===== src/rtl/smx_pkg.sv =====
// ----------------------------------------------------------------------------
// smx_pkg
// Shared constants and types for the SplitMix64 bounded draw block.
// ----------------------------------------------------------------------------
`default_nettype none

package smx_pkg;

  localparam int unsigned DATA_W = 64;
  localparam int unsigned HALF_W = DATA_W / 2;
  localparam int unsigned CNT_W  = $clog2(DATA_W);

  // Weyl increment and mixing constants
  localparam logic [DATA_W-1:0] WEYL_STEP  = 64'h9E3779B97F4A7C15;
  localparam logic [DATA_W-1:0] MIX_MUL_A  = 64'hBF58476D1CE4E5B9;
  localparam logic [DATA_W-1:0] MIX_MUL_B  = 64'h94D049BB133111EB;
  localparam int unsigned       MIX_SHIFT_A = 30;
  localparam int unsigned       MIX_SHIFT_B = 27;
  localparam int unsigned       MIX_SHIFT_C = 31;
  localparam logic [DATA_W-1:0] SEED_RESET = 64'd1592594996;

  // Multiply sub-steps over one 64-bit truncated product
  localparam logic [1:0] MSTEP_LL   = 2'd0;
  localparam logic [1:0] MSTEP_LH   = 2'd1;
  localparam logic [1:0] MSTEP_HL   = 2'd2;
  localparam logic [1:0] MSTEP_LAST = 2'd3;

  // Sequencer states
  typedef enum logic [2:0] {
    ST_IDLE,
    ST_TOP,
    ST_ADV,
    ST_MUL,
    ST_CHK,
    ST_MOD,
    ST_DONE
  } state_t;

endpackage

`default_nettype wire


===== src/rtl/smx_mul32.sv =====
// ----------------------------------------------------------------------------
// smx_mul32
// Shared 32x32 unsigned multiplier with a registered 64-bit product.
// ----------------------------------------------------------------------------
`default_nettype none

module smx_mul32 (
  input  wire logic                         clk,
  input  wire logic [smx_pkg::HALF_W-1:0]   a_i,
  input  wire logic [smx_pkg::HALF_W-1:0]   b_i,
  output logic      [smx_pkg::DATA_W-1:0]   p_o
);

  logic [smx_pkg::DATA_W-1:0] prod;
  logic [smx_pkg::DATA_W-1:0] p_r;

  // full-width product of two half words
  assign prod = {{smx_pkg::HALF_W{1'b0}}, a_i} * {{smx_pkg::HALF_W{1'b0}}, b_i};

  always_ff @(posedge clk) begin
    p_r <= prod;
  end

  assign p_o = p_r;

endmodule

`default_nettype wire


===== src/rtl/smx_div.sv =====
// ----------------------------------------------------------------------------
// smx_div
// Restoring radix-2 divider, one quotient bit per cycle, remainder only.
// ----------------------------------------------------------------------------
`default_nettype none

module smx_div (
  input  wire logic                        clk,
  input  wire logic                        rst_n,
  input  wire logic                        start_i,
  input  wire logic [smx_pkg::DATA_W-1:0]  dividend_i,
  input  wire logic [smx_pkg::DATA_W-1:0]  divisor_i,
  output logic                             done_o,
  output logic      [smx_pkg::DATA_W-1:0]  rem_o
);

  logic [smx_pkg::DATA_W-1:0] dvd_r;
  logic [smx_pkg::DATA_W-1:0] dvs_r;
  logic [smx_pkg::DATA_W-1:0] rem_r;
  logic [smx_pkg::CNT_W-1:0]  cnt_r;
  logic                       busy_r;
  logic                       done_r;
  logic [smx_pkg::DATA_W:0]   shifted;
  logic [smx_pkg::DATA_W:0]   diff;

  // one shift-compare-subtract step
  assign shifted = {rem_r, dvd_r[smx_pkg::DATA_W-1]};
  assign diff    = shifted - {1'b0, dvs_r};

  // control
  always_ff @(posedge clk) begin
    if (!rst_n) begin
      busy_r <= 1'b0;
      done_r <= 1'b0;
      cnt_r  <= '0;
    end else begin
      done_r <= 1'b0;
      if (start_i) begin
        busy_r <= 1'b1;
        cnt_r  <= '0;
      end else if (busy_r) begin
        cnt_r <= cnt_r + 1'b1;
        if (cnt_r == {smx_pkg::CNT_W{1'b1}}) begin
          busy_r <= 1'b0;
          done_r <= 1'b1;
        end
      end
    end
  end

  // datapath
  always_ff @(posedge clk) begin
    if (start_i) begin
      dvd_r <= dividend_i;
      dvs_r <= divisor_i;
      rem_r <= '0;
    end else if (busy_r) begin
      dvd_r <= {dvd_r[smx_pkg::DATA_W-2:0], 1'b0};
      if (!diff[smx_pkg::DATA_W]) begin
        rem_r <= diff[smx_pkg::DATA_W-1:0];
      end else begin
        rem_r <= shifted[smx_pkg::DATA_W-1:0];
      end
    end
  end

  assign done_o = done_r;
  assign rem_o  = rem_r;

endmodule

`default_nettype wire


===== src/rtl/splitmix64_bounded_draw.sv =====
// ----------------------------------------------------------------------------
// splitmix64_bounded_draw
// SplitMix64 generator with rejection sampling for unbiased draws below n.
// ----------------------------------------------------------------------------
//  channel   direction  handshake           payload
//  in_       slave      in_tvalid/tready    tdata[63:0] bound
//  out_      master     out_tvalid/tready   tdata[63:0] draw_value, tuser[0] bound_error
//  cfg_      slave      cfg_valid/ready     cfg_data[63:0] seed_value
//
//  A draw takes the remainder of 2^64-1 by n, then tries (one Weyl add, six
//  32x32 products on the shared multiplier, one check) until a word is
//  accepted, then the final remainder; both remainders run on the one
//  bit-serial divider. A rejected try starts another; a zero bound skips all three.
//  Reset loads the counter with the reset seed; a seed write reloads it.
//  in_tready is high only in idle; a finished result waits in the output
//  register while the next beat may already be taken.
// ----------------------------------------------------------------------------
`default_nettype none

module splitmix64_bounded_draw (
  input  wire logic        clk,
  input  wire logic        rst_n,
  // request: [63:0] bound
  input  wire logic        in_tvalid,
  output logic             in_tready,
  input  wire logic [63:0] in_tdata,
  // result: [63:0] draw_value
  output logic             out_tvalid,
  input  wire logic        out_tready,
  output logic      [63:0] out_tdata,
  // result flag: [0] bound_error
  output logic      [0:0]  out_tuser,
  // seed register write
  input  wire logic        cfg_valid,
  output logic             cfg_ready,
  input  wire logic [63:0] cfg_data
);

  localparam int unsigned W = smx_pkg::DATA_W;
  localparam int unsigned H = smx_pkg::HALF_W;

  smx_pkg::state_t state_r, state_nxt;

  logic [W-1:0] ctr_r;
  logic [W-1:0] bound_r;
  logic [W-1:0] top_r;
  logic [W-1:0] z_r;
  logic [W-1:0] acc_r;
  logic [W-1:0] acc_nxt;
  logic [W-1:0] res_r;
  logic         err_r;
  logic [1:0]   mstep_r;
  logic         round_r;
  logic         out_valid_r;
  logic [W-1:0] out_data_r;
  logic         out_err_r;

  logic [W-1:0] ctr_step;
  logic [W-1:0] mul_k;
  logic [H-1:0] mul_a;
  logic [H-1:0] mul_b;
  logic [W-1:0] mul_p;
  logic         div_start;
  logic [W-1:0] div_dividend;
  logic [W-1:0] div_divisor;
  logic         div_done;
  logic [W-1:0] div_rem;
  logic         in_beat;
  logic         out_free;

  assign in_beat  = in_tvalid && in_tready;
  assign out_free = !out_valid_r || out_tready;
  assign ctr_step = ctr_r + smx_pkg::WEYL_STEP;

  // shared multiplier: operand half words chosen by the sub-step
  assign mul_k = round_r ? smx_pkg::MIX_MUL_B : smx_pkg::MIX_MUL_A;

  always_comb begin
    case (mstep_r)
      smx_pkg::MSTEP_LL: begin
        mul_a = z_r[H-1:0];
        mul_b = mul_k[H-1:0];
      end
      smx_pkg::MSTEP_LH: begin
        mul_a = z_r[H-1:0];
        mul_b = mul_k[W-1:H];
      end
      default: begin
        mul_a = z_r[W-1:H];
        mul_b = mul_k[H-1:0];
      end
    endcase
  end

  smx_mul32 u_mul (
    .clk (clk),
    .a_i (mul_a),
    .b_i (mul_b),
    .p_o (mul_p)
  );

  // accumulate the truncated 64-bit product one partial product at a time
  always_comb begin
    case (mstep_r)
      smx_pkg::MSTEP_LH:   acc_nxt = mul_p;
      smx_pkg::MSTEP_HL:   acc_nxt = acc_r + {mul_p[H-1:0], {H{1'b0}}};
      smx_pkg::MSTEP_LAST: acc_nxt = acc_r + {mul_p[H-1:0], {H{1'b0}}};
      default:             acc_nxt = acc_r;
    endcase
  end

  // divider operands: limit remainder at request, final remainder after check
  always_comb begin
    div_start    = 1'b0;
    div_dividend = {W{1'b1}};
    div_divisor  = bound_r;
    if (state_r == smx_pkg::ST_IDLE) begin
      div_start   = in_beat && (in_tdata != '0);
      div_divisor = in_tdata;
    end else if (state_r == smx_pkg::ST_CHK) begin
      div_start    = z_r < top_r;
      div_dividend = z_r;
    end
  end

  smx_div u_div (
    .clk        (clk),
    .rst_n      (rst_n),
    .start_i    (div_start),
    .dividend_i (div_dividend),
    .divisor_i  (div_divisor),
    .done_o     (div_done),
    .rem_o      (div_rem)
  );

  // next state
  always_comb begin
    state_nxt = state_r;
    case (state_r)
      smx_pkg::ST_IDLE: begin
        if (in_beat) begin
          state_nxt = (in_tdata == '0) ? smx_pkg::ST_DONE : smx_pkg::ST_TOP;
        end
      end
      smx_pkg::ST_TOP: if (div_done) state_nxt = smx_pkg::ST_ADV;
      smx_pkg::ST_ADV: state_nxt = smx_pkg::ST_MUL;
      smx_pkg::ST_MUL: begin
        if (mstep_r == smx_pkg::MSTEP_LAST && round_r) state_nxt = smx_pkg::ST_CHK;
      end
      smx_pkg::ST_CHK: state_nxt = (z_r < top_r) ? smx_pkg::ST_MOD : smx_pkg::ST_ADV;
      smx_pkg::ST_MOD: if (div_done) state_nxt = smx_pkg::ST_DONE;
      smx_pkg::ST_DONE: if (out_free) state_nxt = smx_pkg::ST_IDLE;
      default: state_nxt = smx_pkg::ST_IDLE;
    endcase
  end

  always_ff @(posedge clk) begin
    if (!rst_n) begin
      state_r <= smx_pkg::ST_IDLE;
    end else begin
      state_r <= state_nxt;
    end
  end

  // Weyl counter: seed write wins over an advance
  always_ff @(posedge clk) begin
    if (!rst_n) begin
      ctr_r <= smx_pkg::SEED_RESET;
    end else if (cfg_valid && cfg_ready) begin
      ctr_r <= cfg_data;
    end else if (state_r == smx_pkg::ST_ADV) begin
      ctr_r <= ctr_step;
    end
  end

  // sequencer counters
  always_ff @(posedge clk) begin
    if (!rst_n) begin
      mstep_r <= smx_pkg::MSTEP_LL;
      round_r <= 1'b0;
    end else if (state_r == smx_pkg::ST_ADV) begin
      mstep_r <= smx_pkg::MSTEP_LL;
      round_r <= 1'b0;
    end else if (state_r == smx_pkg::ST_MUL) begin
      mstep_r <= mstep_r + 1'b1;
      if (mstep_r == smx_pkg::MSTEP_LAST) begin
        round_r <= 1'b1;
      end
    end
  end

  // datapath registers
  always_ff @(posedge clk) begin
    case (state_r)
      smx_pkg::ST_IDLE: begin
        if (in_beat) begin
          bound_r <= in_tdata;
          res_r   <= '0;
          err_r   <= (in_tdata == '0);
        end
      end
      smx_pkg::ST_TOP: begin
        // largest multiple of n not above 2^64-1
        if (div_done) top_r <= ~div_rem;
      end
      smx_pkg::ST_ADV: begin
        z_r <= ctr_step ^ (ctr_step >> smx_pkg::MIX_SHIFT_A);
      end
      smx_pkg::ST_MUL: begin
        acc_r <= acc_nxt;
        if (mstep_r == smx_pkg::MSTEP_LAST) begin
          if (round_r) begin
            z_r <= acc_nxt ^ (acc_nxt >> smx_pkg::MIX_SHIFT_C);
          end else begin
            z_r <= acc_nxt ^ (acc_nxt >> smx_pkg::MIX_SHIFT_B);
          end
        end
      end
      smx_pkg::ST_MOD: begin
        if (div_done) res_r <= div_rem;
      end
      default: begin
      end
    endcase
  end

  // output register
  always_ff @(posedge clk) begin
    if (!rst_n) begin
      out_valid_r <= 1'b0;
    end else if (state_r == smx_pkg::ST_DONE && out_free) begin
      out_valid_r <= 1'b1;
    end else if (out_tready) begin
      out_valid_r <= 1'b0;
    end
  end

  always_ff @(posedge clk) begin
    if (state_r == smx_pkg::ST_DONE && out_free) begin
      out_data_r <= res_r;
      out_err_r  <= err_r;
    end
  end

  assign in_tready  = (state_r == smx_pkg::ST_IDLE);
  assign cfg_ready  = 1'b1;
  assign out_tvalid = out_valid_r;
  assign out_tdata  = out_data_r;
  assign out_tuser  = out_err_r;

  // checks
  a_err_zero: assert property (@(posedge clk) disable iff (!rst_n)
    (out_tvalid && out_tuser[0]) |-> (out_tdata == '0))
    else $error("bound error beat carries a non-zero draw");

  a_draw_below_bound: assert property (@(posedge clk) disable iff (!rst_n)
    (state_r == smx_pkg::ST_DONE && !err_r) |-> (res_r < bound_r))
    else $error("draw not below its bound");

  a_accept_below_top: assert property (@(posedge clk) disable iff (!rst_n)
    (state_r == smx_pkg::ST_MOD) |-> (z_r < top_r))
    else $error("rejected word reached the final remainder");

  a_zero_keeps_ctr: assert property (@(posedge clk) disable iff (!rst_n)
    (in_beat && in_tdata == '0 && !cfg_valid) |=> (ctr_r == $past(ctr_r)))
    else $error("zero bound moved the counter");

endmodule

`default_nettype wire


===== config.mk =====
export PLATFORM = sky130hd
export DESIGN_NAME = splitmix64_bounded_draw
export DESIGN_NICKNAME = d
export VERILOG_FILES = /design/src/rtl/smx_pkg.sv /design/src/rtl/smx_mul32.sv /design/src/rtl/smx_div.sv /design/src/rtl/splitmix64_bounded_draw.sv
export SDC_FILE = /design/constraint.sdc
export NUM_CORES = 2
export LEC_CHECK = 0
export BUFFER_PORTS_ARGS = -buffer_cell sky130_fd_sc_hd__clkbuf_2
export CORE_MARGIN = 2
export CORE_UTILIZATION = 37
export DETAILED_ROUTE_END_ITERATION = 10
export GPL_TIMING_DRIVEN = 0
export PLACE_DENSITY = 0.49
export SETUP_SLACK_MARGIN = 0.02
export SLEW_MARGIN = 15
export SYNTH_ARGS = -nofsm -noshare
export SYNTH_HDL_FRONTEND = slang
export SYNTH_SLANG_ARGS = --single-unit

===== constraint.sdc =====
create_clock -name clk -period 15.3 [get_ports clk]
set_clock_uncertainty 0.1 [all_clocks]
set_input_delay 2.295 -clock clk [delete_from_list [all_inputs] [get_ports clk]]
set_output_delay 2.295 -clock clk [all_outputs]
set_load 0.01 [all_outputs]

* Yosys cells after proc, flatten, opt, wreduce, memory -nomap -nowiden *
Index checks and enable logic that the tools add are counted.

storage, ports and cells
  memory bits (writable) = 0
  word-level logic and storage cells = 109
  input bits = 133
  memories = 0
  ROM bits = 0
  bits in latches = 0
  bits in registers = 721
  output and inout bits = 68

cells by class
  $add $sub $neg = 5
  multipliers = 1
  $lt $le $gt $ge = 1
  reductions and logical operators = 26
  eq/ne operators = 16
  mux-type cells = 34
  shift operators = 0
  div/mod/pow operators = 0
  bitwise logic cells = 6

operators by type and width
  kind                      count
  $mux W64                  12
  $pmux W64 S2              3
  $sub A65 B64 Y65          1
  $add A64 B64 Y64          1
  $add A64 B64 Y64 const B  1
  $logic_not A64 Y1         1
  $lt A64 B64 Y1            1
  $mul A32 B32 Y64          1
  $mux W32                  2
  $not A64 Y64              1
  $reduce_bool A64 Y1       1
  $xor A64 B33 Y64          1
  $xor A64 B34 Y64          1
  $xor A64 B37 Y64          1
  $mux W62                  1
  $mux W3                   7
  $pmux W3 S7               1
  $reduce_bool A2 Y1        5
  $eq A3 B3 Y1 const B      3
  $mux W1                   8
  $reduce_and A2 Y1         4
  $reduce_or A2 Y1          4
  $add A6 B1 Y6 const B     1
  $eq A3 B2 Y1 const B      2
  other kinds (16)          25

* Logic depth before layout (Yosys ltp) *
  depth in word-level cells = 7
  gate-level depth with buffers = 37
  gate-level depth less buffers = 34

* Modules after synthesis *
From an unflattened synthesis, not the netlist that was laid out.

second synthesis, totals
  cell total of the unflattened synthesis = 7312
  area, all modules = 71472.3 µm²

modules (own cells, without submodules)
  module                   instances  sequential area each (µm²)  cells each  area each (µm²)
  smx_mul32                1          1281.2                      3768        34667.0
  splitmix64_bounded_draw  1          13012.5                     2346        25045.3
  smx_div                  1          5285.1                      1198        11760.0

* Worst setup path after synthesis *
Ideal clock, no wire load.

  kind = reg2reg
  start point = reg mstep_r[1]
  end point = reg u_mul.p_r, in the netlist u_mul.p_o[44]
  clock period less this slack = 9237 ps
  setup time = 139 ps
  path buffers = 2
  required time = 15061 ps
  slack = 6063 ps
  cell stages (with the launch flop) = 32
  arrival time = 8998 ps
  path through = dfxtp_1 > clkbuf_1 > inv_1 > ha_1 > clkbuf_1 > nor2_1 > mux2i_1 > inv_1 > nand2_1 > inv_1 > nor2_1 > a21oi_1 > ha_1 > or2_2 > fa_1 > fa_1 > fa_1 > fa_1 > fa_1 > fa_1 > fa_1 > ha_1 > a21oi_1 > o21ai_0 > a21o_1 > a21oi_1 > o21ai_0 > a221oi_1 > a21o_1 > o21ai_0 > a311oi_1 > nor3_1

on the way
  longest elaborated chain between the ends = 4
  elaborated cells between the ends (all ways) = 6
  those cells by class = 1 x mul; 1 x eq/ne; 2 x mux; 2 x reduce/logical

RTL lines
  what                                                     RTL line                        RTL
  start: declaration                                       splitmix64_bounded_draw.sv:52   logic [1:0] mstep_r;
  start signal: assignment                                 splitmix64_bounded_draw.sv:179  mstep_r <= smx_pkg::MSTEP_LL;
  start signal: assignment                                 splitmix64_bounded_draw.sv:182  mstep_r <= smx_pkg::MSTEP_LL;
  start signal: assignment                                 splitmix64_bounded_draw.sv:185  mstep_r <= mstep_r + 1'b1;
  $eq A2 B1 Y1 / $logic_not A2 Y1 (equally long branches)  splitmix64_bounded_draw.sv:79   case (mstep_r)
  $reduce_or A2 Y1 (no source line)                        --
  $mux W32                                                 splitmix64_bounded_draw.sv:79
  $mul A32 B32 Y64 *                                       smx_mul32.sv:18                 assign prod = {{smx_pkg::HALF_W{1'b0}}, a_i} * {{smx_pkg::HALF_W{1'b0}}, b_i};
  net u_mul.prod, one bit                                  smx_mul32.sv:14                 logic [smx_pkg::DATA_W-1:0] prod;
  end signal: assignment                                   smx_mul32.sv:21                 p_r <= prod;
  end: declaration                                         smx_mul32.sv:15                 logic [smx_pkg::DATA_W-1:0] p_r;

Mark *: on every way through the listed nets, which the timed path passes. The rest lies on a longest branch.
A chain may end at the register's enable or synchronous reset.

* Worst setup path in the final report *
  start point = reg mstep_r[1]
  end point = reg u_mul.p_r, in the netlist u_mul.p_o[62]

Same word-level chain as after synthesis.

==> results.cfg <==
[sta]
finalSetupViolations = 0
worstMarginPinSlew_ns = 1.27
slew_viol_final = 0
fmaxAchievable_mhz = 77.2
final_hold_viol_count = 0
rsz0062_at_grt = false
post-route-min-period_ns = 12.96
period_share_pct = 84.7
setup_tns_ns = 0
relSlewSlack_pct = 12.9

[synth]
yosysWarnings = 0
synth.cell_area_um2 = 67400
synth_area_leader_cell = fa_1
avgSynthCellArea_um2 = 9.86
synth_edf_count = 514
synth_nets = 8286
synth_most_common_cell = inv_1
synth-seq-area-share_pct = 29.1
netlist-cell-type-count = 105
synth_area_leaders = fa_1, edfxtp_1, ha_1
yosys-top-cells-count = inv_1, fa_1, nor2_1, nand2_1, edfxtp_1
ys.flop_type = edfxtp_1
async_reset_ff_share_pct = 0
synth_top_area_share_pct = 24.4
syn_inst = 6834
yosys_register_bits = 721

[cts]
insertion_delay_ns = 0.69
clock_path_buffers = 3
post_cts_buffers = 0
numCtsBuffers = 78
htreeDepth = 3
ctsResizeCount = 0
cts_root_buf = clkbuf_16
cts.clk_slew.worst_paths_ns = 0.07
cts_hold_buf = 0
clock-sinks = 721
tritoncts = built

[worst_setup_path]
path_class = reg -> reg
endpoint_kind = flop
cp_max_fo = 11
crit_top_cell = fa_1
critPathLaunchType = flop
slowest_delay_ns = 0.98
arrival_ns = 13.43
worstPathRequired_ns = 15.77
cpMaxStageDelayCell = clkbuf_1

[die]
std_cell_rows = 156
initial_core_util_pct = 37.3
fp.dieArea_um2 = 185000
core_um2 = 181000
dieWidth_um = 431
io_pins = 201
fp.dieH_um = 431

[detailed_routing]
dr_total_vias = 51900
drt_iter0_markers = 4971
wl_per_cell_um = 27.2
ant_nets = 0
drt_pass1_iterations = 6
routed_wl_mm = 260
remaining_drc_errors = 0
avgViaCountPerCell = 5.42

[global_routing]
overflow = 0
grt_pass1_wl_mm = 376
grt_usage_pct = 28.0
grt_pass1_vias = 53300
antenna_found_initial = 6
grt_max_degree = 61

[place]
port-buffer-count = 197
gp_congestion = 1.03
hpwl_mm = 217

[finish]
fin_nets = 8588
n_fill_cell = 18000
syn_to_final_growth_pct = 10.5
drive_gt1_share_pct = 7.74

[run]
maxCapViolations = 0

[worst_hold_path]
hp-class = reg -> reg

[outcome]
status = finished, final reports clean
==> per-layer routing <==
metal	part of all wire, %	vias up	GRT usage [%]
met5	0.073	-	0
met4	3.3	6	8.52
met3	8.4	394	6.42
met2	45	2231	44.0
met1	43	26200	38.5
li1	-	23100	-
==> state kept, by name, indices dropped and copies added, names as in the netlist <==
| signal | count |
|---|---|
| u_div.rem_o | 64 |
| u_div.cnt_r | 6 |
| u_div.dvd_r | 64 |
| out_tuser | 1 |
| round_r | 1 |
| bound_r | 64 |
| err_r | 1 |
| u_div.dvs_r | 64 |
| u_div.busy_r | 1 |
| u_div.done_o | 1 |
| out_tvalid | 1 |
| ctr_r | 64 |
| top_r | 64 |
| res_r | 64 |
| u_mul.p_o | 64 |
| out_tdata | 64 |
| state_r | 3 |
| acc_r | 64 |
| z_r | 64 |
| mstep_r | 2 |
==> worst paths after layout <==
check	start	endpoint	slack, ns	depth (start not counted)
setup / recovery	mstep_r[1]	u_mul.p_o[62]	2.34	33
setup reg to reg	mstep_r[1]	u_mul.p_o[62]	2.34	33
hold reg to reg	res_r[5]	out_tdata[5]	0.31	0
hold / removal	res_r[5]	out_tdata[5]	0.31	0
==> placed cells by master, fill, tap and decap left out, types with 20 or more instances in the layout <==
| master | count |
|---|---|
| a21o_1 | 99 |
| a21oi_1 | 371 |
| a22o_1 | 33 |
| a311oi_1 | 56 |
| a31oi_1 | 30 |
| and2_1 | 119 |
| and3_1 | 45 |
| buf_2 | 35 |
| clkbuf_1 | 204 |
| clkbuf_16 | 80 |
| clkbuf_2 | 204 |
| dfxtp_1 | 207 |
| edfxtp_1 | 514 |
| fa_1 | 820 |
| ha_1 | 499 |
| inv_1 | 1260 |
| mux2_2 | 85 |
| mux2i_1 | 52 |
| nand2_1 | 566 |
| nand2b_1 | 26 |
| nand3_1 | 62 |
| nand4_1 | 51 |
| nor2_1 | 612 |
| nor3_1 | 77 |
| nor4_1 | 23 |
| o211ai_1 | 26 |
| o21a_1 | 29 |
| o21ai_0 | 219 |
| o21bai_1 | 27 |
| or3_1 | 20 |
| xnor2_1 | 198 |
| xor2_1 | 116 |
==> critical path: cells and delay by family (launching register included) <==
| kind | cells | cell delay, ns |
|---|---|---|
| adders and majority gates | 10 | 4.80 |
| buffers and inverters | 12 | 3.87 |
| AOI/OAI and AO/OA | 10 | 3.46 |
| DFF | 1 | 0.34 |
| xor gates and xnor gates | 1 | 0.20 |
==> area by class of cell <==
cell class                      instances  area (um^2)  area share [%]
Inverter                             1268         4760            6.40
Clock inverter                         34          379           0.510
Antenna cell                            4         10.0          0.0135
Tap cell                             2370         2970            3.99
Multi-Input combinational cell       4601        42200            56.7
Timing Repair Buffer                  222         1340            1.79
Buffer                                244          991            1.33
Sequential cell                       721        19600            26.3
Clock buffer                          111         2200            2.95
==> per-stage QoR <==
| step | worst slack [ns] | hold WS, ns | cell area [um^2] | utilization, % | instances |
|---|---|---|---|---|---|
| final | 2.34 | 0.313 | 74400 | 41.2 | 9575 |
| after CTS | 2.40 | 0.311 | 74400 | 41.1 | 9570 |
| after detailed placement | 2.49 | 0.305 | 71800 | 39.7 | 9425 |
| after global placement | 1.99 | 0.305 | 71300 | 39.5 | 9401 |
| after floorplan | 6.06 | 0.300 | 67400 | - | 6834 |
| after global routing | 2.03 | 0.309 | 74400 | 41.2 | 9571 |
==> cells by family after synthesis <==
group / synth area share (%)
AO/OA/AOI/OAI: 11.0
XOR/XNOR: 4.13
adder cells (fa/ha/maj): 33.6
buffers and inverters: 8.51
flip-flops: 29.1
multiplexers: 2.40
other: 0.00557
AND/OR/NAND/NOR: 11.3
Power is not shown: default switching activity piles up to over one toggle a cycle in this logic, so the estimate is an artifact.
